==> config.mk <==
export PLATFORM = sky130hd
export DESIGN_NAME = nmea_gga_hdt_sentence_parser
export DESIGN_NICKNAME = d
export VERILOG_FILES = /design/src/hdl/ngh_pkg.sv /design/src/hdl/ngh_front.sv /design/src/hdl/ngh_tokq.sv /design/src/hdl/ngh_back.sv /design/src/hdl/nmea_gga_hdt_sentence_parser.sv
export SDC_FILE = /design/constraint.sdc
export NUM_CORES = 2
export LEC_CHECK = 0
export ABC_AREA = 1
export BUFFER_PORTS_ARGS = -buffer_cell sky130_fd_sc_hd__buf_2
export CAP_MARGIN = 20
export CORE_UTILIZATION = 40
export CTS_BUF_LIST = sky130_fd_sc_hd__clkbuf_8
export CTS_CLUSTER_SIZE = 30
export DETAILED_ROUTE_END_ITERATION = 16
export PLACE_DENSITY_LB_ADDON = 0.12
export SLEW_MARGIN = 5
export SYNTH_ARGS = -nofsm -noshare
export SYNTH_HDL_FRONTEND = slang
export SYNTH_SLANG_ARGS = --single-unit
==> constraint.sdc <==
create_clock -name clk -period 10.95 [get_ports clk]
set_input_delay 1.095 -clock clk [delete_from_list [all_inputs] [get_ports clk]]
set_output_delay 1.095 -clock clk [all_outputs]
set_load 0.05 [all_outputs]
==> src/hdl/ngh_pkg.sv <==
package ngh_pkg;

	localparam int MAX_FIELD_CHARS        = 19;
	localparam int MINUTE_FRACTION_DIGITS = 5;
	localparam int FRAC_KEEP              = 6;
	localparam int QUEUE_DEPTH            = 4;

	localparam logic [7:0] CH_DOLLAR = 8'h24;
	localparam logic [7:0] CH_G      = 8'h47;
	localparam logic [7:0] CH_P      = 8'h50;
	localparam logic [7:0] CH_A      = 8'h41;
	localparam logic [7:0] CH_H      = 8'h48;
	localparam logic [7:0] CH_D      = 8'h44;
	localparam logic [7:0] CH_T      = 8'h54;
	localparam logic [7:0] CH_CR     = 8'h0d;
	localparam logic [7:0] CH_COMMA  = 8'h2c;
	localparam logic [7:0] CH_N      = 8'h4e;
	localparam logic [7:0] CH_E      = 8'h45;
	localparam logic [7:0] CH_DOT    = 8'h2e;
	localparam logic [7:0] CH_MINUS  = 8'h2d;
	localparam logic [7:0] CH_ZERO   = 8'h30;
	localparam logic [7:0] CH_NINE   = 8'h39;

	localparam logic [1:0] MODE_IDLE = 2'd0;
	localparam logic [1:0] MODE_HDR  = 2'd1;
	localparam logic [1:0] MODE_GGA  = 2'd2;
	localparam logic [1:0] MODE_HDT  = 2'd3;

	localparam logic [3:0] FLD_TIME = 4'd1;
	localparam logic [3:0] FLD_LAT  = 4'd2;
	localparam logic [3:0] FLD_NS   = 4'd3;
	localparam logic [3:0] FLD_LON  = 4'd4;
	localparam logic [3:0] FLD_EW   = 4'd5;
	localparam logic [3:0] FLD_QUAL = 4'd6;
	localparam logic [3:0] FLD_SATS = 4'd7;
	localparam logic [3:0] FLD_HDOP = 4'd8;
	localparam logic [3:0] FLD_ALT  = 4'd9;
	localparam logic [3:0] FLD_HEAD = 4'd1;
	localparam logic [3:0] FLD_REF  = 4'd2;
	localparam logic [3:0] FLD_LAST = 4'd15;

	localparam logic [33:0] WHOLE_LIMIT = 34'h3_ffff_ffff;

	function automatic int pow10_int(input int e);
		int v;
		v = 1;
		for (int i = 0; i < e; i++) v = v * 10;
		return v;
	endfunction

	localparam logic [23:0] DEG_SCALE = 24'd10000000;
	localparam logic [16:0] MIN_SCALE = 17'(pow10_int(7 - MINUTE_FRACTION_DIGITS));

	function automatic logic [19:0] pow10_small(input logic [2:0] e);
		logic [19:0] v;
		case (e)
			3'd0: v = 20'd1;
			3'd1: v = 20'd10;
			3'd2: v = 20'd100;
			3'd3: v = 20'd1000;
			3'd4: v = 20'd10000;
			3'd5: v = 20'd100000;
			default: v = 20'd0;
		endcase
		return v;
	endfunction

	typedef struct packed {
		logic        clr;
		logic        commit;
		logic        emit;
		logic        hdt;
		logic [3:0]  fld;
		logic [33:0] whole;
		logic [6:0]  f2;
		logic        minus;
		logic [9:0]  deg;
		logic [19:0] wmin;
		logic [19:0] fm;
		logic [2:0]  flags;
	} tok_t;

	typedef struct packed {
		logic               sentence_kind;
		logic [26:0]        fix_time;
		logic [29:0]        latitude;
		logic               north;
		logic [33:0]        longitude;
		logic               east;
		logic [6:0]         fix_quality;
		logic [6:0]         satellites;
		logic [16:0]        hdop;
		logic signed [24:0] altitude;
		logic [16:0]        heading;
		logic               true_north;
	} rec_t;

endpackage

==> src/hdl/ngh_front.sv <==
module ngh_front
	import ngh_pkg::*;
(
	input  logic       clk,
	input  logic       arst_n,
	input  logic       acc,
	input  logic [7:0] char_byte,
	output logic       tok_push,
	output tok_t       tok
);

	logic [1:0]  mode_q, mode_n;
	logic [2:0]  hp_q, hp_n;
	logic [3:0]  fld_q, fld_n;
	logic [4:0]  chars_q, chars_n;
	logic [33:0] whole_q, whole_n;
	logic [6:0]  f2_q, f2_n;
	logic [19:0] fm_q, fm_n;
	logic [2:0]  fdc_q, fdc_n;
	logic        minus_q, minus_n;
	logic [9:0]  deg_q, deg_n;
	logic [2:0]  flags_q, flags_n;

	logic [1:0]  dc;
	logic        short_fld;
	logic [37:0] wx;
	logic [3:0]  dig;
	logic [2:0]  nfr;
	tok_t        ftok;

	always_comb begin
		dc = 2'd0;
		if (mode_q == MODE_GGA && fld_q == FLD_LAT) dc = 2'd2;
		if (mode_q == MODE_GGA && fld_q == FLD_LON) dc = 2'd3;
		short_fld = chars_q <= {3'b0, dc};
		ftok        = '0;
		ftok.hdt    = mode_q == MODE_HDT;
		ftok.fld    = fld_q;
		ftok.whole  = whole_q;
		ftok.f2     = f2_q;
		ftok.minus  = minus_q;
		ftok.flags  = flags_q;
		ftok.deg    = short_fld ? ((whole_q > 34'd999) ? 10'd999 : whole_q[9:0]) : deg_q;
		ftok.wmin   = short_fld ? 20'd0 :
			((whole_q > 34'd999999) ? 20'd999999 : whole_q[19:0]);
		ftok.fm     = short_fld ? 20'd0 : fm_q;
	end

	always_comb begin
		mode_n = mode_q; hp_n = hp_q; fld_n = fld_q; chars_n = chars_q;
		whole_n = whole_q; f2_n = f2_q; fm_n = fm_q; fdc_n = fdc_q;
		minus_n = minus_q; deg_n = deg_q; flags_n = flags_q;
		tok_push = 1'b0;
		tok = ftok;
		wx = '0;
		dig = char_byte[3:0];
		nfr = '0;
		if (acc) begin
			if (char_byte == CH_DOLLAR) begin
				mode_n = MODE_HDR;
				hp_n = 3'd0;
			end else begin
				case (mode_q)
					MODE_IDLE: begin
					end
					MODE_HDR: begin
						mode_n = MODE_IDLE;
						if (hp_q == 3'd0 && char_byte == CH_G) begin
							mode_n = MODE_HDR; hp_n = 3'd1;
						end else if (hp_q == 3'd1 && char_byte == CH_P) begin
							mode_n = MODE_HDR; hp_n = 3'd2;
						end else if (hp_q == 3'd2 && char_byte == CH_G) begin
							mode_n = MODE_HDR; hp_n = 3'd3;
						end else if (hp_q == 3'd2 && char_byte == CH_H) begin
							mode_n = MODE_HDR; hp_n = 3'd5;
						end else if (hp_q == 3'd3 && char_byte == CH_G) begin
							mode_n = MODE_HDR; hp_n = 3'd4;
						end else if (hp_q == 3'd5 && char_byte == CH_D) begin
							mode_n = MODE_HDR; hp_n = 3'd6;
						end else if ((hp_q == 3'd4 && char_byte == CH_A) ||
						             (hp_q == 3'd6 && char_byte == CH_T)) begin
							mode_n = (hp_q == 3'd4) ? MODE_GGA : MODE_HDT;
							fld_n = '0; chars_n = '0; whole_n = '0; f2_n = '0;
							fm_n = '0; fdc_n = '0; minus_n = 1'b0; flags_n = '0;
							tok = '0;
							tok.clr = 1'b1;
							tok_push = 1'b1;
						end
					end
					default: begin
						if (char_byte == CH_CR) begin
							tok.emit = 1'b1;
							tok.commit = fld_q != 4'd0;
							tok_push = 1'b1;
							mode_n = MODE_IDLE;
						end else if (fld_q == 4'd0 || char_byte == CH_COMMA) begin
							if (fld_q != 4'd0) begin
								tok.commit = 1'b1;
								tok_push = 1'b1;
							end
							if (fld_q != FLD_LAST) fld_n = fld_q + 4'd1;
							chars_n = '0; whole_n = '0; f2_n = '0; fm_n = '0;
							fdc_n = '0; minus_n = 1'b0;
						end else if (chars_q < 5'(MAX_FIELD_CHARS)) begin
							if (chars_q == 5'd0) begin
								if (mode_q == MODE_GGA && fld_q == FLD_NS && char_byte == CH_N)
									flags_n[0] = 1'b1;
								if (mode_q == MODE_GGA && fld_q == FLD_EW && char_byte == CH_E)
									flags_n[1] = 1'b1;
								if (mode_q == MODE_HDT && fld_q == FLD_REF && char_byte == CH_T)
									flags_n[2] = 1'b1;
							end
							// degree digits done: park them, restart number for minutes
							if (dc != 2'd0 && chars_q == {3'b0, dc}) begin
								deg_n = whole_q[9:0];
								whole_n = '0; f2_n = '0; fm_n = '0; fdc_n = '0; minus_n = 1'b0;
							end
							if (char_byte >= CH_ZERO && char_byte <= CH_NINE) begin
								if (fdc_n == 3'd0) begin
									wx = {1'b0, whole_n, 3'b0} + {3'b0, whole_n, 1'b0} +
										{34'b0, dig};
									whole_n = (wx > {4'b0, WHOLE_LIMIT}) ? WHOLE_LIMIT : wx[33:0];
								end else if (fdc_n <= 3'(FRAC_KEEP)) begin
									nfr = fdc_n - 3'd1;
									if (nfr == 3'd0) f2_n = f2_n + 7'(dig) * 7'd10;
									if (nfr == 3'd1) f2_n = f2_n + 7'(dig);
									if (nfr < 3'(MINUTE_FRACTION_DIGITS))
										fm_n = fm_n + 20'(dig) *
											pow10_small(3'(MINUTE_FRACTION_DIGITS - 1) - nfr);
									fdc_n = fdc_n + 3'd1;
								end
							end else if (char_byte == CH_DOT) begin
								if (fdc_n == 3'd0) fdc_n = 3'd1;
							end else if (char_byte == CH_MINUS) begin
								if (chars_q == 5'd0) minus_n = 1'b1;
							end
							chars_n = chars_q + 5'd1;
						end
					end
				endcase
			end
		end
	end

	always_ff @(posedge clk or negedge arst_n) begin
		if (!arst_n) begin
			mode_q <= MODE_IDLE; hp_q <= '0; fld_q <= '0; chars_q <= '0;
			whole_q <= '0; f2_q <= '0; fm_q <= '0; fdc_q <= '0; minus_q <= 1'b0;
			deg_q <= '0; flags_q <= '0;
		end else begin
			mode_q <= mode_n; hp_q <= hp_n; fld_q <= fld_n; chars_q <= chars_n;
			whole_q <= whole_n; f2_q <= f2_n; fm_q <= fm_n; fdc_q <= fdc_n;
			minus_q <= minus_n; deg_q <= deg_n; flags_q <= flags_n;
		end
	end

endmodule

==> src/hdl/ngh_tokq.sv <==
module ngh_tokq
	import ngh_pkg::*;
(
	input  logic clk,
	input  logic arst_n,
	input  logic wr,
	input  tok_t wdata,
	input  logic rd,
	output tok_t rdata,
	output logic full,
	output logic empty
);

	tok_t       mem_q [QUEUE_DEPTH];
	logic [1:0] wp_q, rp_q;
	logic [2:0] cnt_q;

	assign full  = cnt_q == 3'(QUEUE_DEPTH);
	assign empty = cnt_q == 3'd0;
	assign rdata = mem_q[rp_q];

	always_ff @(posedge clk) begin
		if (wr && !full) mem_q[wp_q] <= wdata;
	end

	always_ff @(posedge clk or negedge arst_n) begin
		if (!arst_n) begin
			wp_q <= '0; rp_q <= '0; cnt_q <= '0;
		end else begin
			if (wr && !full) wp_q <= wp_q + 2'd1;
			if (rd && !empty) rp_q <= rp_q + 2'd1;
			cnt_q <= cnt_q + 3'(wr && !full) - 3'(rd && !empty);
		end
	end

endmodule

==> src/hdl/ngh_back.sv <==
module ngh_back
	import ngh_pkg::*;
(
	input  logic clk,
	input  logic arst_n,
	input  tok_t tq_head,
	input  logic tq_empty,
	output logic tq_pop,
	input  logic pop,
	output logic empty,
	output rec_t rec
);

	localparam int DIV_STAGES = 6;

	typedef struct packed {
		logic        vld;
		tok_t        tok;
		logic [40:0] hund;
		logic [33:0] pdeg;
		logic [41:0] x;
		logic [41:0] q;
		logic [3:0]  r;
	} dstage_t;

	// seven quotient bits of a divide by fifteen
	function automatic dstage_t div_step(input dstage_t s);
		dstage_t o;
		logic [4:0] t;
		o = s;
		for (int j = 0; j < 7; j++) begin
			t = {o.r, o.x[41]};
			o.x = {o.x[40:0], 1'b0};
			if (t >= 5'd15) begin
				o.q = {o.q[40:0], 1'b1};
				o.r = 4'(t - 5'd15);
			end else begin
				o.q = {o.q[40:0], 1'b0};
				o.r = t[3:0];
			end
		end
		return o;
	endfunction

	logic        adv;
	logic        vld_s1;
	tok_t        tok_s1;
	logic [43:0] pw_s1, pf_s1;
	logic [33:0] pdeg_s1;
	logic [40:0] ph_s1;
	dstage_t     div_s [DIV_STAGES + 1];
	dstage_t     fin;
	logic [43:0] x_sum;

	logic [26:0]        time_q;
	logic [29:0]        lat_q;
	logic [33:0]        lon_q;
	logic [6:0]         qual_q, sats_q;
	logic [16:0]        hdop_q;
	logic signed [24:0] alt_q;
	logic [26:0]        time_n;
	logic [29:0]        lat_n;
	logic [33:0]        lon_n;
	logic [6:0]         qual_n, sats_n;
	logic [16:0]        hdop_n;
	logic signed [24:0] alt_n;
	logic [43:0]        total;
	logic [40:0]        h;
	rec_t               rec_n;

	rec_t       oq_q [QUEUE_DEPTH];
	logic [1:0] owp_q, orp_q;
	logic [2:0] ocnt_q;
	logic       opush;

	assign adv    = ocnt_q < 3'(QUEUE_DEPTH);
	assign tq_pop = adv && !tq_empty;
	assign fin    = div_s[DIV_STAGES];
	assign x_sum  = pw_s1 + pf_s1;

	always_comb begin
		h = fin.hund;
		total = {10'b0, fin.pdeg} + {2'b0, fin.q};
		time_n = time_q; lat_n = lat_q; lon_n = lon_q; qual_n = qual_q;
		sats_n = sats_q; hdop_n = hdop_q; alt_n = alt_q;
		if (fin.tok.clr) begin
			time_n = '0; lat_n = '0; lon_n = '0; qual_n = '0;
			sats_n = '0; hdop_n = '0; alt_n = '0;
		end else if (fin.tok.commit) begin
			if (fin.tok.hdt) begin
				if (fin.tok.fld == FLD_HEAD)
					hdop_n = fin.tok.minus ? '0 : (h > 41'd99999 ? 17'd99999 : h[16:0]);
			end else begin
				case (fin.tok.fld)
					FLD_TIME: time_n = fin.tok.minus ? '0 :
						(h > 41'd99999999 ? 27'd99999999 : h[26:0]);
					FLD_LAT: lat_n = total > 44'd999999999 ? 30'd999999999 : total[29:0];
					FLD_LON: lon_n = total > 44'd9999999999 ? 34'd9999999999 : total[33:0];
					FLD_QUAL: qual_n = fin.tok.minus ? '0 :
						(fin.tok.whole > 34'd99 ? 7'd99 : fin.tok.whole[6:0]);
					FLD_SATS: sats_n = fin.tok.minus ? '0 :
						(fin.tok.whole > 34'd99 ? 7'd99 : fin.tok.whole[6:0]);
					FLD_HDOP: hdop_n = fin.tok.minus ? '0 :
						(h > 41'd99999 ? 17'd99999 : h[16:0]);
					FLD_ALT: alt_n = fin.tok.minus ?
						(h > 41'd100000 ? -25'sd100000 : -$signed(25'(h))) :
						(h > 41'd10000000 ? 25'sd10000000 : $signed(25'(h)));
					default: begin
					end
				endcase
			end
		end
		rec_n = '0;
		if (fin.tok.hdt) begin
			rec_n.sentence_kind = 1'b1;
			rec_n.heading       = hdop_n;
			rec_n.true_north    = fin.tok.flags[2];
		end else begin
			rec_n.fix_time    = time_n;
			rec_n.latitude    = lat_n;
			rec_n.north       = fin.tok.flags[0];
			rec_n.longitude   = lon_n;
			rec_n.east        = fin.tok.flags[1];
			rec_n.fix_quality = qual_n;
			rec_n.satellites  = sats_n;
			rec_n.hdop        = hdop_n;
			rec_n.altitude    = alt_n;
		end
	end

	assign opush = adv && fin.vld && fin.tok.emit;

	always_ff @(posedge clk) begin
		if (adv) begin
			tok_s1  <= tq_head;
			pw_s1   <= 44'(tq_head.wmin) * 44'(DEG_SCALE);
			pf_s1   <= 44'(tq_head.fm) * 44'(MIN_SCALE);
			pdeg_s1 <= 34'(tq_head.deg) * 34'(DEG_SCALE);
			ph_s1   <= 41'(tq_head.whole) * 41'd100;
		end
		if (opush) oq_q[owp_q] <= rec_n;
	end

	always_ff @(posedge clk or negedge arst_n) begin
		if (!arst_n) begin
			vld_s1 <= 1'b0;
			for (int i = 0; i <= DIV_STAGES; i++) div_s[i] <= '0;
			time_q <= '0; lat_q <= '0; lon_q <= '0; qual_q <= '0;
			sats_q <= '0; hdop_q <= '0; alt_q <= '0;
		end else if (adv) begin
			vld_s1 <= !tq_empty;
			div_s[0].vld  <= vld_s1;
			div_s[0].tok  <= tok_s1;
			div_s[0].hund <= ph_s1 + 41'(tok_s1.f2);
			div_s[0].pdeg <= pdeg_s1;
			div_s[0].x    <= x_sum[43:2];
			div_s[0].q    <= '0;
			div_s[0].r    <= '0;
			for (int i = 0; i < DIV_STAGES; i++) div_s[i + 1] <= div_step(div_s[i]);
			if (fin.vld) begin
				time_q <= time_n; lat_q <= lat_n; lon_q <= lon_n; qual_q <= qual_n;
				sats_q <= sats_n; hdop_q <= hdop_n; alt_q <= alt_n;
			end
		end
	end

	assign empty = ocnt_q == 3'd0;
	assign rec   = oq_q[orp_q];

	always_ff @(posedge clk or negedge arst_n) begin
		if (!arst_n) begin
			owp_q <= '0; orp_q <= '0; ocnt_q <= '0;
		end else begin
			if (opush) owp_q <= owp_q + 2'd1;
			if (pop && !empty) orp_q <= orp_q + 2'd1;
			ocnt_q <= ocnt_q + 3'(opush) - 3'(pop && !empty);
		end
	end

endmodule

==> src/hdl/nmea_gga_hdt_sentence_parser.sv <==
// NMEA GGA / HDT sentence parser.
// Input channel: one text byte per beat on char_byte; a beat moves when push is
// high and full is low. Result channel: one record per beat; the oldest record
// sits on the result ports while empty is low and leaves when pop is high.
// A record appears for every carriage return that closes a "$GPGGA" or
// "$GPHDT" sentence; other text produces nothing.
// Throughput: one byte per cycle sustained while full is low. The front
// classifier updates its registered field state on each accepted byte and
// sends a field token on each field-closing comma, carriage return or header;
// the back end is an eight register pipeline (multipliers, a sum stage, then
// six stages of a divide by fifteen that finishes the minutes-over-sixty
// scaling) that also takes one token a cycle while the record queue has room.
// Tokens pass the token queue and back pipeline; records wait in the record queue.
// Stalls: when the four entry record queue fills, the back pipeline holds; the
// four entry token queue then fills and full rises, holding the input side.
// Reset: arst_n clears the parser to idle and empties both queues.
module nmea_gga_hdt_sentence_parser
	import ngh_pkg::*;
(
	input  logic               clk,
	input  logic               arst_n,
	input  logic               push,
	output logic               full,
	input  logic [7:0]         char_byte,
	output logic               empty,
	input  logic               pop,
	output logic               sentence_kind,
	output logic [26:0]        fix_time,
	output logic [29:0]        latitude,
	output logic               north,
	output logic [33:0]        longitude,
	output logic               east,
	output logic [6:0]         fix_quality,
	output logic [6:0]         satellites,
	output logic [16:0]        hdop,
	output logic signed [24:0] altitude,
	output logic [16:0]        heading,
	output logic               true_north
);

	logic tok_push, tq_full, tq_empty, tq_pop;
	tok_t tok, tq_head;
	rec_t rec;

	// hold input while token queue is full
	assign full = tq_full;

	ngh_front u_front (
		.clk       (clk),
		.arst_n    (arst_n),
		.acc       (push && !tq_full),
		.char_byte (char_byte),
		.tok_push  (tok_push),
		.tok       (tok)
	);

	ngh_tokq u_tokq (
		.clk    (clk),
		.arst_n (arst_n),
		.wr     (tok_push),
		.wdata  (tok),
		.rd     (tq_pop),
		.rdata  (tq_head),
		.full   (tq_full),
		.empty  (tq_empty)
	);

	ngh_back u_back (
		.clk      (clk),
		.arst_n   (arst_n),
		.tq_head  (tq_head),
		.tq_empty (tq_empty),
		.tq_pop   (tq_pop),
		.pop      (pop),
		.empty    (empty),
		.rec      (rec)
	);

	assign sentence_kind = rec.sentence_kind;
	assign fix_time      = rec.fix_time;
	assign latitude      = rec.latitude;
	assign north         = rec.north;
	assign longitude     = rec.longitude;
	assign east          = rec.east;
	assign fix_quality   = rec.fix_quality;
	assign satellites    = rec.satellites;
	assign hdop          = rec.hdop;
	assign altitude      = rec.altitude;
	assign heading       = rec.heading;
	assign true_north    = rec.true_north;

endmodule

-- Yosys cells after proc, flatten, opt, wreduce, memory -nomap -nowiden
Memories as Yosys holds them, arrays and structs flattened.
Cells that the tools add are included.
- ROM bits: 0
- word-level logic and storage cells: 717
- flip-flop bits (word level): 1554
- memories: 2
- output and inout bits: 170
- bits in latches: 0
- RAM bits: 1084
- input port bits: 12
- memory list (memory ; depth ; bits a word ; rd ports ; clocked after Yosys merged registers in ; wr ports ; line ; text):
    u_back.oq_q ; 4 ; 168 ; 1 ; 0 ; 1 ; ngh_back.sv:71 ; rec_t oq_q [QUEUE_DEPTH];
    u_tokq.mem_q ; 4 ; 103 ; 1 ; 0 ; 1 ; ngh_tokq.sv:14 ; tok_t mem_q [QUEUE_DEPTH];
- eq/ne operators: 52
- shifts and indexed selects: 0
- add/subtract/negate cells: 64
- div/mod/pow operators: 0
- multiply operators: 6
- bitwise operators: 5
- magnitude comparators: 59
- muxes and demuxes: 333
- reductions and logical operators: 62
- operators by type and width (cell ; count):
    103-bit two-way mux ; 9
    34-bit two-way mux ; 26
    20-bit two-way mux ; 35
    7-bit two-way mux ; 42
    5-bit two-way mux ; 53
    5-bit by 4-bit greater-or-equal comparator with 1-bit output (second input constant) ; 41
    27-bit two-way mux ; 7
    30-bit two-way mux ; 6
    25-bit two-way mux ; 7
    4-bit subtractor (second input constant) ; 41
    149-bit two-way mux ; 1
    17-bit two-way mux ; 8
    3-bit two-way mux ; 34
    17-bit one-hot mux with 6 select lines ; 1
    100-bit two-way mux ; 1
    41-bit by 17-bit greater-than comparator with 1-bit output (second input constant) ; 2
    34-bit one-hot mux with 2 select lines ; 1
    8-bit by 7-bit == test with 1-bit output (second input constant) ; 8
    45-bit two-way mux ; 1
    15-bit AND reduction ; 3
    44-bit by 27-bit adder with 44-bit output ; 1
    44-bit by 30-bit greater-than comparator with 1-bit output (second input constant) ; 1
    44-bit by 34-bit greater-than comparator with 1-bit output (second input constant) ; 1
    44-bit two-way mux ; 1
    107 further kinds ; 250

-- Longest topological paths before layout
- word-level depth: 37
- gate-level depth with buffers: 53
- mapped depth without buffers: 50

-- Cells and area by module
From an unflattened synthesis, not the netlist that was laid out.
- cell total of the unflattened synthesis: 14047
- area, all modules: 131946.5 um^2
- modules (own cells, without submodules) (module ; area an instance (um^2) ; seq. area each (um^2) ; cells an instance ; times used):
    ngh_back ; 102701.0 ; 56954.6 ; 10652 ; 1
    ngh_tokq ; 16612.2 ; 12547.0 ; 1366 ; 1
    ngh_front ; 12623.4 ; 2302.2 ; 2027 ; 1
    nmea_gga_hdt_sentence_parser ; 10.0 ; 0.0 ; 2 ; 1

-- Least setup slack after synthesis
No wires, ideal clock.
- kind: reg2reg
- start point: reg u_back.ocnt_q[2]
- end point: mem u_back.oq_q[0][0] in the netlist's numbering (enable)
- arrival time: 8222 ps
- data required time: 10251 ps
- setup slack: 2029 ps
- library setup time: 699 ps
- cell stages (with the launch flop): 8
- path buffers: 2
- clock period less this slack: 8921 ps
- cells stage by stage: dfrtp_1 clkbuf_1 inv_1 nand2_1 clkbuf_1 clkinv_1 nand2_1 nor2_1
- cells in the longest elaborated chain, start to end: 5
- RTL lines (what ; line ; text):
    from (decl) ; ngh_back.sv:73 ; logic [2:0] ocnt_q;
    from (signal assigned) ; ngh_back.sv:176 ; ocnt_q <= ocnt_q + 3'(opush) - 3'(pop && !empty);
    3-bit less-than comparator ; ngh_back.sv:76 ; assign adv = ocnt_q < 3'(QUEUE_DEPTH);
    1-bit logical AND (2 in series) ; ngh_back.sv:131 ; assign opush = adv && fin.vld && fin.tok.emit;
    1-bit two-way mux ; ngh_back.sv:141 ; if (opush) oq_q[owp_q] <= rec_n;
    1-bit two-way mux (not written as such) ; ngh_back.sv:141 ;
    to (decl) ; ngh_back.sv:71 ;
Every way passes these cells.

-- Worst setup path after layout
- start point: reg u_front.fld_q[0]
- end point: reg u_front.fm_q[18]
- cells in the longest elaborated chain, start to end: 37
- elaborated cells between the ends (all ways): 59
- classes of those cells: add/sub: 3; mul: 1; order compare: 2; eq/ne: 8; mux: 35; reduce/logical: 10
- RTL lines (what ; line ; text):
    from (decl) ; ngh_front.sv:14 ; logic [3:0] fld_q, fld_n;
    from (signal assigned) ; ngh_front.sv:151 ; mode_q <= mode_n; hp_q <= hp_n; fld_q <= fld_n; chars_q <= chars_n;
    4-bit by 2-bit == test with 1-bit output ; ngh_front.sv:33 ; if (mode_q == MODE_GGA && fld_q == FLD_LAT) dc = 2'd2;
    1-bit logical AND ; ngh_front.sv:33 ;
    2-bit two-way mux ; ngh_front.sv:33 ;
    2-bit two-way mux ; ngh_front.sv:34 ; if (mode_q == MODE_GGA && fld_q == FLD_LON) dc = 2'd3;
    5-bit by 2-bit == test with 1-bit output or 2-bit nonzero test (tied branches) ; ngh_front.sv:114 ; if (dc != 2'd0 && chars_q == {3'b0, dc}) begin
    1-bit logical AND ; ngh_front.sv:114 ;
    3-bit two-way mux ; ngh_front.sv:114 ;
    3-bit two-way mux ; ngh_front.sv:104 ; end else if (chars_q < 5'(MAX_FIELD_CHARS)) begin
    (+21 left out) ; -- ;
    20-bit two-way mux ; ngh_front.sv:127 ; if (nfr < 3'(MINUTE_FRACTION_DIGITS))
    20-bit two-way mux ; ngh_front.sv:123 ; end else if (fdc_n <= 3'(FRAC_KEEP)) begin
    20-bit two-way mux ; ngh_front.sv:119 ; if (fdc_n == 3'd0) begin
    20-bit two-way mux ; ngh_front.sv:118 ; if (char_byte >= CH_ZERO && char_byte <= CH_NINE) begin
    20-bit two-way mux ; ngh_front.sv:104 ;
    20-bit two-way mux ; ngh_front.sv:96 ; end else if (fld_q == 4'd0 || char_byte == CH_COMMA) begin
    20-bit two-way mux ; ngh_front.sv:91 ; if (char_byte == CH_CR) begin
    20-bit one-hot mux with 2 select lines ; ngh_front.sv:63 ; case (mode_q)
    to (signal assigned) ; ngh_front.sv:152 ; whole_q <= whole_n; f2_q <= f2_n; fm_q <= fm_n; fdc_q <= fdc_n;
    to (decl) ; ngh_front.sv:18 ; logic [19:0] fm_q, fm_n;
Several ways; a longest one is shown, not always the timed one. The select of a mux whose other input is x is not followed.
A chain may end at the register's enable or synchronous reset.

==> summary by stage <==
Run status
The run finished with clean final reports.

STA
Measured against its own limit, the worst slew margin works out to 19.3%. Across the routed clock network, the largest skew measured is 0.0694 ns. Setup violations remaining at the end of the flow were counted as 0.

The final critical delay including setup and external delays is 8.69 ns. The fraction of the cycle the final worst path needs is 79.3%. The final total negative setup slack is 0 ns. At the pin with the least slew margin, the transition time is 1.21 ns. Setup repair after global routing left no endpoint under its margin.

The number of endpoints with negative hold slack in the final report is 0. The count of final max-slew check failures is 0. The maximum operating frequency is 115 MHz. The worst hold margin is 0.424 ns.

Detailed routing
For this block, the initial DRC count from the detailed router was 6,642. The average wire per cell in the routed design is 18.2 µm. In the routed design, unresolved DRC markers number 0. Using the TritonRoute via totals, the vias-per-cell ratio works out to 5.04. The via total after detailed routing is 92,500. The final layout contains routed wiring with a total length of 333,000 µm. The first detailed-routing pass ran for 6 iterations. The detail route stage leaves a number of antenna-violating nets equal to 0.

Global routing
In the global route stage, overall resource usage came out at 20.3%. The remaining global-route overflow is 0. The initial antenna violation count came to 12. The first global-routing pass estimated 530,000 µm of wire. Entering global routing, the biggest net connects 191 pins.

The via count of the first global-routing pass is 92,600.

Floorplanning
The die extent in y is 571 µm. The total die area is 326,000 µm². After floorplanning, the core was divided into 208 placement rows. The area of the placeable core is 322,000 µm². The floorplan die width is 571 µm.

The count of pins on the block boundary is 182. For this configuration, the core starts out at a cell density of 40.3%.

Place
The HPWL after detailed placement is 217,000 µm. The total of buffers placed on input and output ports is 181. The final estimated routing congestion in global placement is 0.842.

Clock tree
Post-CTS timing repair inserted 0 buffers for setup. The clock-pin slew reported for the worst setup and hold paths after clock tree synthesis is 0.06 ns. The clock latency of the later-clocked register in the worst-skew pair is 1.10 ns. The clock net in this run drives a total of 2,617 sinks. The H-tree was split into 5 levels. TritonCTS built the clock tree. The clock passes through at most 4 buffers. In this run, CTS created clock tree buffers numbering 451. The root buffer selected by CTS is sky130_fd_sc_hd__clkbuf_8.

Finish
Leaving out fill and tap cells, the most frequent cell in the layout is sky130_fd_sc_hd__nand2_1. The final core utilization is 44.8%. The fill cell total of the finished layout is 31,000. The final net count is 14,600. Summing all multi-input logic gate instances after layout gives 49,700 µm². The area taken by flip-flops and latches is 71,800 µm². The area added between synthesis and finish is 11.2%.

The share of layout cells above drive strength 1 is 8.03%. Leaving out fill and tap cells, the most frequent cells in the layout are sky130_fd_sc_hd__nand2_1 (3,108), sky130_fd_sc_hd__inv_1 (1,661), sky130_fd_sc_hd__o21ai_0 (1,596), sky130_fd_sc_hd__dfrtp_1 (1,348), sky130_fd_sc_hd__edfxtp_1 (1,262).

Worst setup path
The worst setup path is launched from a flip-flop. Broken down by cell family, the worst path's largest delay share belongs to adder cells. The nature of the critical path endpoint is a flip-flop. For the worst setup path, the data required time is 11.88 ns. The count of buffering cells on the critical path with inverters included is 7. The highest net fanout along the worst path is 8.

The worst setup path is of the flip-flop to flip-flop kind. The highest-delay cell along the critical path is sky130_fd_sc_hd__fa_1. The largest single stage delay on the critical path is 0.55 ns. The most used cell along the critical path is sky130_fd_sc_hd__nand2_1. Data arrives at the worst endpoint at 9.61 ns.

Synthesis
In this run, distinct cell masters in the synthesized netlist total 70. The synthesized instance count is 13,500. The synthesized netlist occupies a cell area of 130,000 µm². The synthesized area divided by synthesized cell count is 9.57 µm². The synthesized design contains 1,262 enable-type register cells.

The synthesized netlist net count is 14,400. The synthesis warning total is 0. After synthesis the netlist holds a flip-flop and latch count of 2,617.

The fraction of the yosys area taken by sequential cells is 55.4%. The most used flip-flop cell after synthesis is sky130_fd_sc_hd__dfrtp_1. For this run, asynchronously set or reset flops after synthesis account for 51.8%.

Worst hold path
The class of the worst hold path is flip-flop to flip-flop.

Job
Max-cap violations in this run came to 0.
-- cells by family (layout without fill, tap and decap cells) --
| group | after synthesis | in the layout | share of synthesized area (%) |
|---|---|---|---|
| XOR/XNOR | 275 | 275 | 1.88 |
| AND/OR/NAND/NOR | 4919 | 4919 | 15.4 |
| flip-flops | 2617 | 2617 | 55.4 |
| buffers and inverters | 2157 | 2681 | 6.26 |
| adder cells (fa/ha/maj) | 887 | 887 | 9.80 |
| AO/OA/AOI/OAI | 2678 | 2678 | 11.3 |
| other | 0 | 6 | 0 |
-- what timing repair did --
item,CTS,global route
endpoints found under the setup margin,0,0
endpoints found under the hold margin,81,0
hold buffers,1,0
resized for setup,0,0
-- final cells by class --
class,instances,share of cell area [%]
sequential,2617,49.9
multi-input combinational,8759,34.5
clock buffer,538,5.14
inverter,1542,4.03
tap,4305,3.74
timing repair buffer,300,1.42
clock inverter,301,1.27
antenna,6,0.0104
-- worst paths after layout --
kind / slack (ns) / endpoint / cells past startpoint / start
setup / recovery: 2.26 / u_front.fm_q[18]$_DFFE_PN0P_ / 48 / u_front.fld_q[0]$_DFFE_PN0P_
hold / removal: 0.42 / u_back.div_s[776]$_DFFE_PN0N_ / 2 / u_back.div_s[1043]$_DFFE_PN0N_
setup reg to reg: 2.26 / u_front.fm_q[18]$_DFFE_PN0P_ / 48 / u_front.fld_q[0]$_DFFE_PN0P_
hold reg to reg: 0.42 / u_back.div_s[776]$_DFFE_PN0N_ / 2 / u_back.div_s[1043]$_DFFE_PN0N_
max in group asynchronous: 8.07 / u_back.div_s[644]$_DFFE_PN0N_ / 4 / arst_n
min in group asynchronous: 0.55 / u_front.whole_q[32]$_DFFE_PN0P_ / 2 / arst_n
-- worst min-delay path, delay by kind of cell (launching register included) --
family / cells / cell delay (ns)
simple gates: 2 / 0.10
flops: 1 / 0.34
-- cell usage after synthesis (78+ instances only) --
library cell	instances	area share, %
sky130_fd_sc_hd__nor2_1	1117	3.2
sky130_fd_sc_hd__ha_1	675	6.5
sky130_fd_sc_hd__clkbuf_1	572	1.7
sky130_fd_sc_hd__nor3_1	118	0.46
sky130_fd_sc_hd__o21ai_0	1596	6.2
sky130_fd_sc_hd__nand3_1	303	1.2
sky130_fd_sc_hd__edfxtp_1	1262	29
sky130_fd_sc_hd__a21oi_1	469	1.8
sky130_fd_sc_hd__inv_1	1515	4.4
sky130_fd_sc_hd__nand2_1	3109	9.0
sky130_fd_sc_hd__xor2_1	193	1.3
sky130_fd_sc_hd__xnor2_1	78	0.53
sky130_fd_sc_hd__o22ai_1	279	1.3
sky130_fd_sc_hd__dfrtp_1	1355	26
sky130_fd_sc_hd__fa_1	212	3.3
-- registers in the layout, indices dropped and copies added, names as in the netlist, 10 cells and up --
| name | count |
|---|---|
| u_tokq.mem_q | 412 |
| u_front.whole_q | 34 |
| u_back.lon_q | 34 |
| u_back.alt_q | 25 |
| u_back.ph_s1 | 36 |
| u_front.fm_q | 20 |
| u_back.time_q | 27 |
| u_front.deg_q | 10 |
| u_back.hdop_q | 17 |
| u_back.pdeg_s1 | 27 |
| u_back.pw_s1 | 37 |
| u_back.h | 41 |
| u_back.oq_q | 672 |
| u_back.lat_q | 30 |
| u_back.div_s | 1060 |
| u_back.pf_s1 | 25 |
| u_back.tok_s1 | 53 |
-- per-stage QoR --
step | instances | worst slack, ns | instance area, µm²
final | 18400 | 2.26 | 144000
after floorplan | 13500 | 2.03 | 130000
after CTS | 18400 | 2.23 | 144000
after global placement | 17500 | 2.22 | 135000
after detailed placement | 17500 | 2.25 | 135000
after global routing | 18400 | 1.38 | 144000
-- layer usage --
layer / up-vias / track usage, % / wire [µm]
li1: 45300 / - / -
met3: 423 / 2.58 / 14000
met1: 45000 / 29.0 / 159000
met2: 1819 / 33.0 / 153000
met4: 4 / 4.71 / 6870
met5: - / 0 / 27
Power is left out: the tool's default activity adds up to more than one toggle a clock period on the data nets, which glitch-free logic cannot reach.
